--- src/design/tmrs_pkg.sv ---
// Shared types and codes for the trackball motion, rotate and scroll block.
// No dependencies; used by the channel interface users and the top level.
`timescale 1ns / 1ps
`default_nettype none
package tmrs_pkg;

  // request codes
  localparam logic [1:0] REQ_MOTION  = 2'd0;
  localparam logic [1:0] REQ_PRESS   = 2'd1;
  localparam logic [1:0] REQ_RELEASE = 2'd2;
  localparam logic [1:0] REQ_CLEAR   = 2'd3;

  // configuration register indexes
  localparam int unsigned CFG_IDX_W = 3;
  localparam logic [CFG_IDX_W-1:0] CFG_ROT_COS     = 3'd0;
  localparam logic [CFG_IDX_W-1:0] CFG_ROT_SIN     = 3'd1;
  localparam logic [CFG_IDX_W-1:0] CFG_SCROLL_DIV  = 3'd2;
  localparam logic [CFG_IDX_W-1:0] CFG_INVERT_V    = 3'd3;
  localparam logic [CFG_IDX_W-1:0] CFG_POLL_INTV   = 3'd4;
  localparam logic [CFG_IDX_W-1:0] CFG_DRAG_TOGGLE = 3'd5;
  localparam int unsigned CFG_DATA_W = 16;

  typedef struct packed {
    logic [1:0]         req_type;
    logic signed [15:0] dx;
    logic signed [15:0] dy;
    logic [15:0]        now_ms;
  } req_t;

  typedef struct packed {
    logic signed [7:0] cur_x;
    logic signed [7:0] cur_y;
    logic signed [7:0] wheel_v;
    logic signed [7:0] wheel_h;
    logic              active;
    logic              drag_on;
  } rsp_t;

endpackage
`default_nettype wire

--- src/design/tmrs_chan_if.sv ---
// Valid/ready channel carrying one word of payload type T.
// Standalone; payload types come from tmrs_pkg at the point of use.
`timescale 1ns / 1ps
`default_nettype none
interface tmrs_chan_if #(
  parameter type T = logic
);
  logic valid;
  logic ready;
  T     data;

  modport source (output valid, output data, input ready);
  modport sink   (input valid, input data, output ready);
endinterface
`default_nettype wire

--- src/design/trackball_motion_rotate_scroll_top.sv ---
// Trackball motion block: accumulate, gate, rotate, cursor or drag scroll.
// Uses tmrs_pkg and tmrs_chan_if.
// Drag/clear items go straight to the result; gated or idle motion stops at
//   the gate; drag motion runs two 7-step quotient loops plus the shared
//   32x16 multiplier twice.
// Throughput: one word in flight; the next is taken after the result leaves.
// Reset (rst, synchronous): config to defaults, accumulators, remainders,
//   drag flag and poll timestamp to zero.
`timescale 1ns / 1ps
`default_nettype none
module trackball_motion_rotate_scroll_top #(
  parameter int ACC_FRAC_BITS  = 8,
  parameter int COEF_FRAC_BITS = 14
) (
  input  wire logic                            clk,
  input  wire logic                            rst,
  tmrs_chan_if.sink                            in_ch,
  tmrs_chan_if.source                          out_ch,
  input  wire logic                            cfg_we,
  input  wire logic [tmrs_pkg::CFG_IDX_W-1:0]  cfg_idx,
  input  wire logic [tmrs_pkg::CFG_DATA_W-1:0] cfg_wdata
);
  import tmrs_pkg::*;

  localparam int PW = 48;            // multiplier product
  localparam int RW = PW + 1;        // rotated sums
  localparam int SW = RW + 2;        // saturation input
  localparam int DW = 8 + ACC_FRAC_BITS;   // fixed-point divisor
  localparam int NW = RW + 2;        // divider numerator

  localparam logic [3:0] S_IDLE  = 4'd0;
  localparam logic [3:0] S_GATE  = 4'd1;
  localparam logic [3:0] S_MUL   = 4'd2;
  localparam logic [3:0] S_POST  = 4'd3;
  localparam logic [3:0] S_FIX   = 4'd4;
  localparam logic [3:0] S_DLOAD = 4'd5;
  localparam logic [3:0] S_DIV   = 4'd6;
  localparam logic [3:0] S_REM   = 4'd7;
  localparam logic [3:0] S_OUT   = 4'd8;

  localparam logic [1:0] PH_ROT  = 2'd0;
  localparam logic [1:0] PH_BACK = 2'd1;
  localparam logic [1:0] PH_REM  = 2'd2;

  // helpers
  function automatic logic signed [RW-1:0] rnd_pow2(input logic signed [RW-1:0] v,
                                                    input int k);
    logic [RW:0] mag;
    logic [RW:0] q;
    begin
      mag = v[RW-1] ? (RW+1)'(-$signed({v[RW-1], v})) : (RW+1)'({1'b0, v});
      q = (mag + ((RW+1)'(1) << (k - 1))) >> k;
      rnd_pow2 = v[RW-1] ? -$signed(q[RW-1:0]) : $signed(q[RW-1:0]);
    end
  endfunction

  function automatic logic signed [7:0] clamp127(input logic signed [RW-1:0] v);
    begin
      if (v > RW'(127)) clamp127 = 8'sd127;
      else if (v < -RW'(127)) clamp127 = -8'sd127;
      else clamp127 = v[7:0];
    end
  endfunction

  function automatic logic signed [31:0] sat32(input logic signed [SW-1:0] v);
    begin
      if (v > SW'(32'sh7fffffff)) sat32 = 32'sh7fffffff;
      else if (v < SW'(-33'sh80000000)) sat32 = 32'sh80000000;
      else sat32 = v[31:0];
    end
  endfunction

  // configuration
  logic signed [15:0] rot_cos, rot_sin;
  logic [7:0]         scroll_div, poll_interval;
  logic               invert_v, drag_toggle;

  always_ff @(posedge clk) begin
    if (rst) begin
      rot_cos       <= 16'sd16384;
      rot_sin       <= 16'sd0;
      scroll_div    <= 8'd8;
      invert_v      <= 1'b0;
      poll_interval <= 8'd1;
      drag_toggle   <= 1'b0;
    end else if (cfg_we) begin
      unique case (cfg_idx)
        CFG_ROT_COS:     rot_cos       <= cfg_wdata;
        CFG_ROT_SIN:     rot_sin       <= cfg_wdata;
        CFG_SCROLL_DIV:  scroll_div    <= cfg_wdata[7:0];
        CFG_INVERT_V:    invert_v      <= cfg_wdata[0];
        CFG_POLL_INTV:   poll_interval <= cfg_wdata[7:0];
        CFG_DRAG_TOGGLE: drag_toggle   <= cfg_wdata[0];
        default: ;
      endcase
    end
  end

  // state
  logic [3:0]         state;
  logic [1:0]         phase, cnt;
  logic signed [31:0] acc_x, acc_y, rem_x, rem_y;
  logic               drag_active;
  logic [15:0]        last_poll, now_q;
  logic signed [PW-1:0] prod [4];
  logic signed [7:0]  sx, sy, sv, sh;
  logic signed [RW-1:0] tx, ty;
  logic               act;
  logic               div_sel, dneg, big;
  logic [NW-1:0]      num, dd;
  logic [6:0]         quo;
  logic [2:0]         dcnt;
  rsp_t               rsp;

  // drag flag after the incoming word
  logic drag_next;
  always_comb begin
    drag_next = drag_active;
    case (in_ch.data.req_type)
      REQ_PRESS:   drag_next = drag_toggle ? ~drag_active : 1'b1;
      REQ_RELEASE: drag_next = drag_toggle & drag_active;
      REQ_CLEAR:   drag_next = 1'b0;
      default:     drag_next = drag_active;
    endcase
  end

  // result word loaded at accept: all zero but the drag flag
  rsp_t rsp_idle;
  always_comb begin
    rsp_idle = '0;
    rsp_idle.drag_on = drag_next;
  end

  // fixed-point divisor, zero acts as one
  logic [DW-1:0] dfix;
  assign dfix = (scroll_div == 8'd0) ? DW'(1) << ACC_FRAC_BITS
                                     : DW'(scroll_div) << ACC_FRAC_BITS;

  logic signed [7:0] senty;
  assign senty = invert_v ? sv : -sv;

  // shared multiplier operand select
  logic signed [31:0] mul_a;
  logic signed [15:0] mul_b;
  always_comb begin
    mul_a = acc_x;
    mul_b = rot_cos;
    case (phase)
      PH_ROT: begin
        case (cnt)
          2'd0: begin mul_a = acc_x; mul_b = rot_cos; end
          2'd1: begin mul_a = acc_y; mul_b = rot_sin; end
          2'd2: begin mul_a = acc_x; mul_b = rot_sin; end
          default: begin mul_a = acc_y; mul_b = rot_cos; end
        endcase
      end
      PH_BACK: begin
        case (cnt)
          2'd0: begin mul_a = 32'(sx); mul_b = rot_cos; end
          2'd1: begin mul_a = 32'(sy); mul_b = rot_sin; end
          2'd2: begin mul_a = 32'(sy); mul_b = rot_cos; end
          default: begin mul_a = 32'(sx); mul_b = rot_sin; end
        endcase
      end
      default: begin
        mul_a = $signed(32'(dfix));
        mul_b = (cnt == 2'd0) ? 16'(senty) : 16'(sh);
      end
    endcase
  end

  logic signed [PW-1:0] mul_p;
  assign mul_p = PW'(mul_a) * PW'(mul_b);

  // combinational values for the step logic
  logic signed [31:0] one32;
  assign one32 = 32'sd1 <<< ACC_FRAC_BITS;

  logic signed [31:0] acc_x_add, acc_y_add;
  assign acc_x_add = sat32(SW'(acc_x) + (SW'(in_ch.data.dx) <<< ACC_FRAC_BITS));
  assign acc_y_add = sat32(SW'(acc_y) + (SW'(in_ch.data.dy) <<< ACC_FRAC_BITS));

  logic [15:0] elapsed;
  assign elapsed = now_q - last_poll;

  logic signed [RW-1:0] rx, ry, bx, by;
  assign rx = RW'(prod[0]) - RW'(prod[1]);
  assign ry = RW'(prod[2]) + RW'(prod[3]);
  assign bx = (RW'(prod[0]) + RW'(prod[1])) <<< ACC_FRAC_BITS;
  assign by = (RW'(prod[2]) - RW'(prod[3])) <<< ACC_FRAC_BITS;

  // divider load values
  logic signed [RW-1:0] dsrc;
  logic [RW:0]          dmag;
  logic [NW-1:0]        d2, nload;
  assign dsrc  = div_sel ? tx : (invert_v ? ty : -ty);
  assign dmag  = dsrc[RW-1] ? (RW+1)'(-$signed({dsrc[RW-1], dsrc}))
                            : (RW+1)'({1'b0, dsrc});
  assign d2    = NW'(dfix) << 1;
  assign nload = (NW'(dmag) << 1) + NW'(dfix);

  logic          dbit;
  logic [6:0]    quo_n, quo_f;
  logic signed [7:0] dres;
  assign dbit  = (num >= dd);
  assign quo_n = quo | (dbit ? (7'd1 << dcnt) : 7'd0);
  assign quo_f = big ? 7'd127 : quo_n;
  assign dres  = dneg ? -$signed({1'b0, quo_f}) : $signed({1'b0, quo_f});

  assign in_ch.ready  = (state == S_IDLE);
  assign out_ch.valid = (state == S_OUT);
  assign out_ch.data  = rsp;

  // multiplier product register
  always_ff @(posedge clk) begin
    if (state == S_MUL) prod[cnt] <= mul_p;
  end

  // sequencer
  always_ff @(posedge clk) begin
    if (rst) begin
      state       <= S_IDLE;
      phase       <= PH_ROT;
      cnt         <= 2'd0;
      acc_x       <= '0;
      acc_y       <= '0;
      rem_x       <= '0;
      rem_y       <= '0;
      drag_active <= 1'b0;
      last_poll   <= '0;
      div_sel     <= 1'b0;
    end else begin
      unique case (state)
        S_IDLE: begin
          if (in_ch.valid) begin
            rsp   <= rsp_idle;
            now_q <= in_ch.data.now_ms;
            case (in_ch.data.req_type)
              REQ_MOTION: begin
                acc_x <= acc_x_add;
                acc_y <= acc_y_add;
                state <= S_GATE;
              end
              REQ_PRESS: begin
                drag_active <= drag_next;
                rem_x <= '0;
                rem_y <= '0;
                state <= S_OUT;
              end
              REQ_RELEASE: begin
                if (!drag_toggle) begin
                  drag_active <= drag_next;
                  rem_x <= '0;
                  rem_y <= '0;
                end
                state <= S_OUT;
              end
              default: begin
                drag_active <= drag_next;
                acc_x <= '0;
                acc_y <= '0;
                rem_x <= '0;
                rem_y <= '0;
                state <= S_OUT;
              end
            endcase
          end
        end
        // poll gating and the empty check
        S_GATE: begin
          rsp.drag_on <= drag_active;
          if (poll_interval > 8'd1 && elapsed < 16'(poll_interval)) begin
            state <= S_OUT;
          end else begin
            if (poll_interval > 8'd1) begin
              if (elapsed > 16'({poll_interval, 1'b0})) last_poll <= now_q;
              else last_poll <= last_poll + 16'(poll_interval);
            end
            if (acc_x == 32'sd0 && acc_y == 32'sd0) begin
              state <= S_OUT;
            end else begin
              act   <= (acc_x > one32) || (acc_x < -one32) ||
                       (acc_y > one32) || (acc_y < -one32);
              phase <= PH_ROT;
              cnt   <= 2'd0;
              state <= S_MUL;
            end
          end
        end
        S_MUL: begin
          cnt <= cnt + 2'd1;
          if (cnt == 2'd3) begin
            case (phase)
              PH_ROT:  state <= S_POST;
              PH_BACK: state <= S_FIX;
              default: state <= S_REM;
            endcase
          end
        end
        // rotated motion into cursor counts or scroll totals
        S_POST: begin
          if (drag_active) begin
            tx      <= rnd_pow2(rx, COEF_FRAC_BITS) + RW'(rem_x);
            ty      <= rnd_pow2(ry, COEF_FRAC_BITS) + RW'(rem_y);
            div_sel <= 1'b0;
            state   <= S_DLOAD;
          end else begin
            sx    <= clamp127(rnd_pow2(rx, ACC_FRAC_BITS + COEF_FRAC_BITS));
            sy    <= clamp127(rnd_pow2(ry, ACC_FRAC_BITS + COEF_FRAC_BITS));
            phase <= PH_BACK;
            cnt   <= 2'd0;
            state <= S_MUL;
          end
        end
        // take the sent amount back out of the accumulators
        S_FIX: begin
          acc_x <= sat32(SW'(acc_x) - SW'(rnd_pow2(bx, COEF_FRAC_BITS)));
          acc_y <= sat32(SW'(acc_y) - SW'(rnd_pow2(by, COEF_FRAC_BITS)));
          rsp.cur_x  <= sx;
          rsp.cur_y  <= sy;
          rsp.active <= act;
          state <= S_OUT;
        end
        S_DLOAD: begin
          dneg  <= dsrc[RW-1];
          num   <= nload;
          dd    <= d2 << 6;
          big   <= nload >= (d2 << 7);
          quo   <= '0;
          dcnt  <= 3'd6;
          state <= S_DIV;
        end
        // restoring quotient, one bit a cycle
        S_DIV: begin
          if (dbit) num <= num - dd;
          dd   <= dd >> 1;
          quo  <= quo_n;
          dcnt <= dcnt - 3'd1;
          if (dcnt == 3'd0) begin
            if (!div_sel) begin
              sv      <= dres;
              div_sel <= 1'b1;
              state   <= S_DLOAD;
            end else begin
              sh    <= dres;
              phase <= PH_REM;
              cnt   <= 2'd0;
              state <= S_MUL;
            end
          end
        end
        S_REM: begin
          rem_y <= sat32(SW'(ty) - SW'(prod[0]));
          rem_x <= sat32(SW'(tx) - SW'(prod[1]));
          acc_x <= '0;
          acc_y <= '0;
          rsp.wheel_v <= sv;
          rsp.wheel_h <= sh;
          rsp.active  <= act;
          state <= S_OUT;
        end
        S_OUT: begin
          if (out_ch.ready) state <= S_IDLE;
        end
        default: state <= S_IDLE;
      endcase
    end
  end

endmodule
`default_nettype wire

--- src/flat_wrapper.sv ---
// flat-port wrapper written by rule: the top's interface ports become plain ports
module trackball_motion_rotate_scroll_top_flat import tmrs_pkg::*;
#(
  parameter int ACC_FRAC_BITS  = 8,
  parameter int COEF_FRAC_BITS = 14
)
  (clk, rst, cfg_we, cfg_idx, cfg_wdata, in_ch_valid, in_ch_data, in_ch_ready, out_ch_valid, out_ch_data, out_ch_ready);
  tmrs_chan_if #(.T(req_t)) in_ch_i ();
  tmrs_chan_if #(.T(rsp_t)) out_ch_i ();
  input  wire logic clk;
  input  wire logic rst;
  input  wire logic cfg_we;
  input  wire logic [tmrs_pkg::CFG_IDX_W-1:0] cfg_idx;
  input  wire logic [tmrs_pkg::CFG_DATA_W-1:0] cfg_wdata;
  input wire logic [$bits(in_ch_i.valid)-1:0] in_ch_valid;
  input wire logic [$bits(in_ch_i.data)-1:0] in_ch_data;
  output wire logic [$bits(in_ch_i.ready)-1:0] in_ch_ready;
  output wire logic [$bits(out_ch_i.valid)-1:0] out_ch_valid;
  output wire logic [$bits(out_ch_i.data)-1:0] out_ch_data;
  input wire logic [$bits(out_ch_i.ready)-1:0] out_ch_ready;
  assign in_ch_i.valid = in_ch_valid;
  assign in_ch_i.data = in_ch_data;
  assign in_ch_ready = in_ch_i.ready;
  assign out_ch_valid = out_ch_i.valid;
  assign out_ch_data = out_ch_i.data;
  assign out_ch_i.ready = out_ch_ready;
  trackball_motion_rotate_scroll_top #(.ACC_FRAC_BITS(ACC_FRAC_BITS), .COEF_FRAC_BITS(COEF_FRAC_BITS)) u_core (.clk(clk), .rst(rst), .in_ch(in_ch_i), .out_ch(out_ch_i), .cfg_we(cfg_we), .cfg_idx(cfg_idx), .cfg_wdata(cfg_wdata));
endmodule
--- config.mk ---
export PLATFORM = sky130hd
export DESIGN_NAME = trackball_motion_rotate_scroll_top_flat
export DESIGN_NICKNAME = d
export VERILOG_FILES = /design/src/design/tmrs_pkg.sv /design/src/design/tmrs_chan_if.sv /design/src/design/trackball_motion_rotate_scroll_top.sv /design/src/flat_wrapper.sv
export SDC_FILE = /design/constraint.sdc
export NUM_CORES = 2
export LEC_CHECK = 0
export ABC_CLOCK_PERIOD_IN_PS = 15100
export BUFFER_PORTS_ARGS = -buffer_cell sky130_fd_sc_hd__buf_2
export CAP_MARGIN = 40
export CELL_PAD_IN_SITES_DETAIL_PLACEMENT = 0
export CELL_PAD_IN_SITES_GLOBAL_PLACEMENT = 1
export CORE_MARGIN = 2
export CORE_UTILIZATION = 51
export CTS_BUF_LIST = sky130_fd_sc_hd__clkbuf_2
export CTS_CLUSTER_DIAMETER = 120
export DETAILED_ROUTE_END_ITERATION = 10
export PLACE_DENSITY = 0.89
export SYNTH_ARGS = -nofsm -noshare
export SYNTH_HDL_FRONTEND = slang
export SYNTH_SLANG_ARGS = --single-unit
--- constraint.sdc ---
create_clock -name clk -period 15.1 [get_ports clk]
set_input_delay 3.02 -clock clk [delete_from_list [all_inputs] [get_ports clk]]
set_output_delay 3.02 -clock clk [all_outputs]
set_load 0.01 [all_outputs]
## Yosys cells after proc, flatten, opt, wreduce, memory -nomap -nowiden

Memories as Yosys holds them, arrays and structs flattened.
Cells that the tools add are included.

| storage, ports and cells | value |
|---|---|
| flip-flop bits (word level) | 499 |
| latch bits | 0 |
| bits in writable memories | 192 |
| ROM bits | 0 |
| input port bits | 74 |
| output and inout port bits | 36 |
| word-level logic and storage cells | 293 |
| memories | 1 |

| operators by class | value |
|---|---|
| add/sub/neg operators | 38 |
| multiply operators | 1 |
| divide/modulo/power cells | 0 |
| magnitude comparators | 25 |
| equal/unequal tests | 34 |
| shift operators | 1 |
| mux-type cells | 91 |
| bitwise logic cells | 8 |
| reductions and logical operators | 56 |

Memories:

| memory | words | bits a word | rd ports | clocked after memory_dff | write ports | line | source |
|---|---|---|---|---|---|---|---|
| u_core.prod | 4 | 48 | 4 | 0 | 1 | trackball_motion_rotate_scroll_top.sv:105 | `logic signed [PW-1:0] prod [4];` |

Operator list:

| cell | count |
|---|---|
| $mux W32 | 18 |
| $mux W49 | 8 |
| $pmux W32 S2 | 6 |
| $gt A51 B32 Y1 const B | 6 |
| $lt A51 B32 Y1 const B | 6 |
| $mux W50 | 5 |
| $neg A49 Y50 | 5 |
| $pmux W51 S2 | 2 |
| $add A50 B14 Y50 const B | 4 |
| $neg A36 Y49 | 4 |
| $pmux W32 S3 | 2 |
| $add A50 B22 Y50 const B | 2 |
| $sub A32 B49 Y50 | 2 |
| $sub A49 B48 Y50 | 2 |
| $add A49 B32 Y49 | 2 |
| $gt A49 B8 Y1 const B | 2 |
| $lt A49 B8 Y1 const B | 2 |
| $neg A28 Y49 | 2 |
| $pmux W16 S2 | 3 |
| $mux W16 | 5 |
| $add A32 B24 Y33 | 2 |
| $gt A32 B10 Y1 const B | 2 |
| $logic_not A32 Y1 | 2 |
| $lt A32 B9 Y1 const B | 2 |
| other kinds (64) | 158 |

## Longest topological paths before layout

An unclocked memory read counts as a cell.

| depth | value |
|---|---|
| word-level depth | 12 |
| mapped depth | 55 |
| gate-level depth less buffers | 46 |

## Least setup slack after synthesis

No wires, ideal clock.

| path | value |
|---|---|
| kind | reg2reg |
| from | memory u_core.prod[1][0] |
| to | register u_core.tx[48], data pin |
| library setup time | 259 ps |
| arrival time | 11554 ps |
| required time | 14841 ps |
| setup slack | 3287 ps |
| stages on the path, launching flop included | 55 |
| period minus slack after synthesis | 11813 ps |
| path through | edfxtp_1 -> ha_1 -> fa_1 -> nand2b_1 -> a21o_1 -> a21oi_1 -> o211ai_1 -> o31ai_1 -> a21oi_1 -> o21ai_1 -> buf_2 -> buf_2 -> buf_2 -> buf_2 -> buf_2 -> buf_1 -> clkbuf_1 -> clkbuf_1 -> (+19 left out) -> nand2_1 -> a21oi_1 -> nor3_1 -> a21boi_0 -> a21o_1 -> o211ai_1 -> a31o_2 -> o22a_1 -> a211oi_1 -> nor2_1 -> a21oi_1 -> nor2b_1 -> o21a_1 -> or4b_2 -> a31oi_1 -> o21ai_0 -> a21oi_1 -> xnor2_1 |

RTL lines:

| element | line | source |
|---|---|---|
| start, declared | trackball_motion_rotate_scroll_top.sv:105 |  |
| end signal, assigned | trackball_motion_rotate_scroll_top.sv:303 | `tx <= rnd_pow2(rx, COEF_FRAC_BITS) + RW'(rem_x);` |
| end, declared | trackball_motion_rotate_scroll_top.sv:107 | `logic signed [RW-1:0] tx, ty;` |

==> qor.yml <==
ys_ff_latch: 663
pre_cts_ws_ns: 2.72
coreArea_sq_um: 183000
synth.net_count: 12940
maxCapViolCount: 0
worst_pin_slew_ns: 1.27
ctsHoldBuffers: 0
dieWidth_um: 433
layout-drive-gt1-share: 0.0790
worstPathRequired_ns: 16.78
synth_edf_count: 459
power_density_nw_per_um2: 100
synth-compound-area-share: 0.211
grt_pass1_wl_um: 507000
ys.flop_type: "edfxtp_1"
place_inst: 13960
nets: 13001
clock.fmax_mhz: 78.9
rsz0062_at_grt: "false"
cts_buffers: 185
min_period_ns: 12.67
drc: 0
setup_ws_ns: 2.43
vias: 90917
routed_via_density: 6.34
cpPeakStageDelay_ns: 0.80
wl_um: 337000
fin_util: 0.546
maxSlewHeadroom: 0.155
total_leakage_power_uw: 0.0422
synthAdderAreaFrac: 0.205
setup_viol: 0
ys_seq_area_frac: 0.191
avgSynthCellArea_sq_um: 8.06
hold_viol: 0
synth_xor_area_frac: 0.101
cts_setup_buffers: 0
grt_max_degree: 73
ios: 110
drv_slew: 0
ctsResizeCount: 0
worstPathArrival_ns: 14.35
antenna_found_initial: 31
place.gp.congestion: 1.03
drtPass1Iterations: 8
synthSimpleGateAreaFrac: 0.211
cp-start-kind: "register"
skew_ns: 0.133
insertion_delay_ns: 1.79
grt_overflow: 0
clock_path_buffers: 3
die_height_um: 433
synth_mux_area_frac: 0.0205
n_fill_cell: 17109
dieArea_sq_um: 187000
crit_type: "reg2reg"
syn2layout_area_growth_pct: 6.47
detail-route-antenna-nets: 0
numPortBuffers: 109
period_share: 0.839
tritoncts: "yes"
syn_inst: 11629
hp-class: "reg2reg"
synth-warning-count: 0
hpwl_um: 271000
ys_async_sr_fraction: 0
rows: 157
finalNonFillerCells: 14337
worst-path-max-fanout: 18
outcome: "finished, final reports clean"
syn_area_sq_um: 93800
drt_iter0_markers: 9703
end_kind: "register"
start_util: 0.513
grt_use_total: 0.349
crit_path_frequent_cell: "a21oi_1"
clock-sinks: 663
cts_max_level: 4
ys_types: 123
crit_path_top_delay_cell: "nor4_1"
root_buffer: "clkbuf_2"
grt_pass1_vias: 86855
path_clk_slew_ns: 0.12
ir_drop_mv: 0.0809
wl_per_cell_um: 23.5
final.setup.tns_ns: 0
synth_top_family_by_area: "simple AND/OR/NAND/NOR gates"
[cell families after synthesis]
group           after synthesis
simple gates               4005
xor+xnor                   1075
mux                         184
compound gates             2976
flops                       663
fa+ha+maj                  1238
buf+inv                    1488
[placed cells by master, fill, tap and decap left out, drive strengths merged, types with 48 or more instances in the layout]
master and n:
nor2b 119, buf 333, and3 160, or2 81, o31ai 102, nand4 151
xnor2 750, edfxtp 459, nor4 151, clkbuf 268, or4 57, and2 156
o21ai 567, nor3 353, a221o 65, o21a 103, nand2b 148, dfxtp 204
a21o 243, a21oi 855, fa 502, nor3b 51, o21bai 114, a211oi 110
xor2 321, or3 128, o211ai 86, nand2 1056, mux2i 148, a31oi 140
nor2 977, clkinv 62, a41oi 48, inv 1027, ha 735, nand3 272
[registers in the layout, indices dropped and copies added, names as in the netlist, 23 cells and up]
register            count
u_core.acc_x           32
u_core.out_ch.data     34
u_core.rem_y           32
u_core.dd              23
u_core.rem_x           32
u_core.prod           192
u_core.tx              49
u_core.ty              49
u_core.acc_y           32
u_core.num             51
[through the flow]
step	hold slack, ns	instance area (sq um)	total power [uW]
floorplan	0.432	93800	6260
global placement	0.439	97200	8160
detailed placement	0.448	97900	8320
CTS	0.462	99700	9840
global route	0.480	99800	10500
finish	0.459	99800	9980
[power by group]
| part | switching, uW | internal (uW) |
|---|---|---|
| Sequential | 144 | 2130 |
| Clock | 897 | 581 |
| Combinational | 4060 | 2170 |
| Total | 5100 | 4880 |
[cells in the mapped netlist, drive strengths merged, types with 272 or more instances]
master	n	share of area
o21ai	567	0.030
nand3	272	0.015
edfxtp	459	0.15
xor2	321	0.030
ha	735	0.098
xnor2	750	0.070
fa	502	0.11
nor3	353	0.019
clkbuf	372	0.015
a21oi	855	0.046
nand2	1056	0.042
nor2	977	0.039
inv	1020	0.041
[final timing paths]
kind	slack, ns	from	depth (start not counted)	end
setup / recovery	2.43	u_core.prod[0][9]	43	u_core.acc_x[25]
hold / removal	0.46	u_core.rot_cos[5]	2	u_core.rot_cos[5]
setup reg to reg	2.43	u_core.prod[0][9]	43	u_core.acc_x[25]
hold reg to reg	0.46	u_core.rot_cos[5]	2	u_core.rot_cos[5]
[area by class of cell]
class,instances,area (sq um),share of cell area
multi-input cells,9478,70700,0.708
clock buffers,266,1330,0.0133
diodes,34,85.1,0.000852
clock inverters,70,490,0.00491
well taps,2464,3080,0.0309
inverters,1026,3850,0.0386
flip-flops and latches,663,17900,0.179
repair buffers,336,2440,0.0244
[worst max-delay path: cells and delay by family (launching register included)]
kind / cells / cell delay, ns
AO/OA/AOI/OAI: 17 / 4.57
AND/OR/NAND/NOR: 14 / 4.24
adder cells (fa/ha/maj): 3 / 1.31
XOR/XNOR: 6 / 1.11
buffers and inverters: 2 / 0.59
flip-flops: 1 / 0.44
multiplexers: 1 / 0.25
[layer usage]
| metal | routed length [um] | global-route usage | vias to the layer above |
|---|---|---|---|
| li1 | - | - | 41820 |
| met1 | 132000 | 0.439 | 43706 |
| met2 | 148000 | 0.538 | 4453 |
| met3 | 33800 | 0.0822 | 920 |
| met4 | 22900 | 0.221 | 18 |
| met5 | 149 | 0 | - |
(Power assumes the default switching activity.)
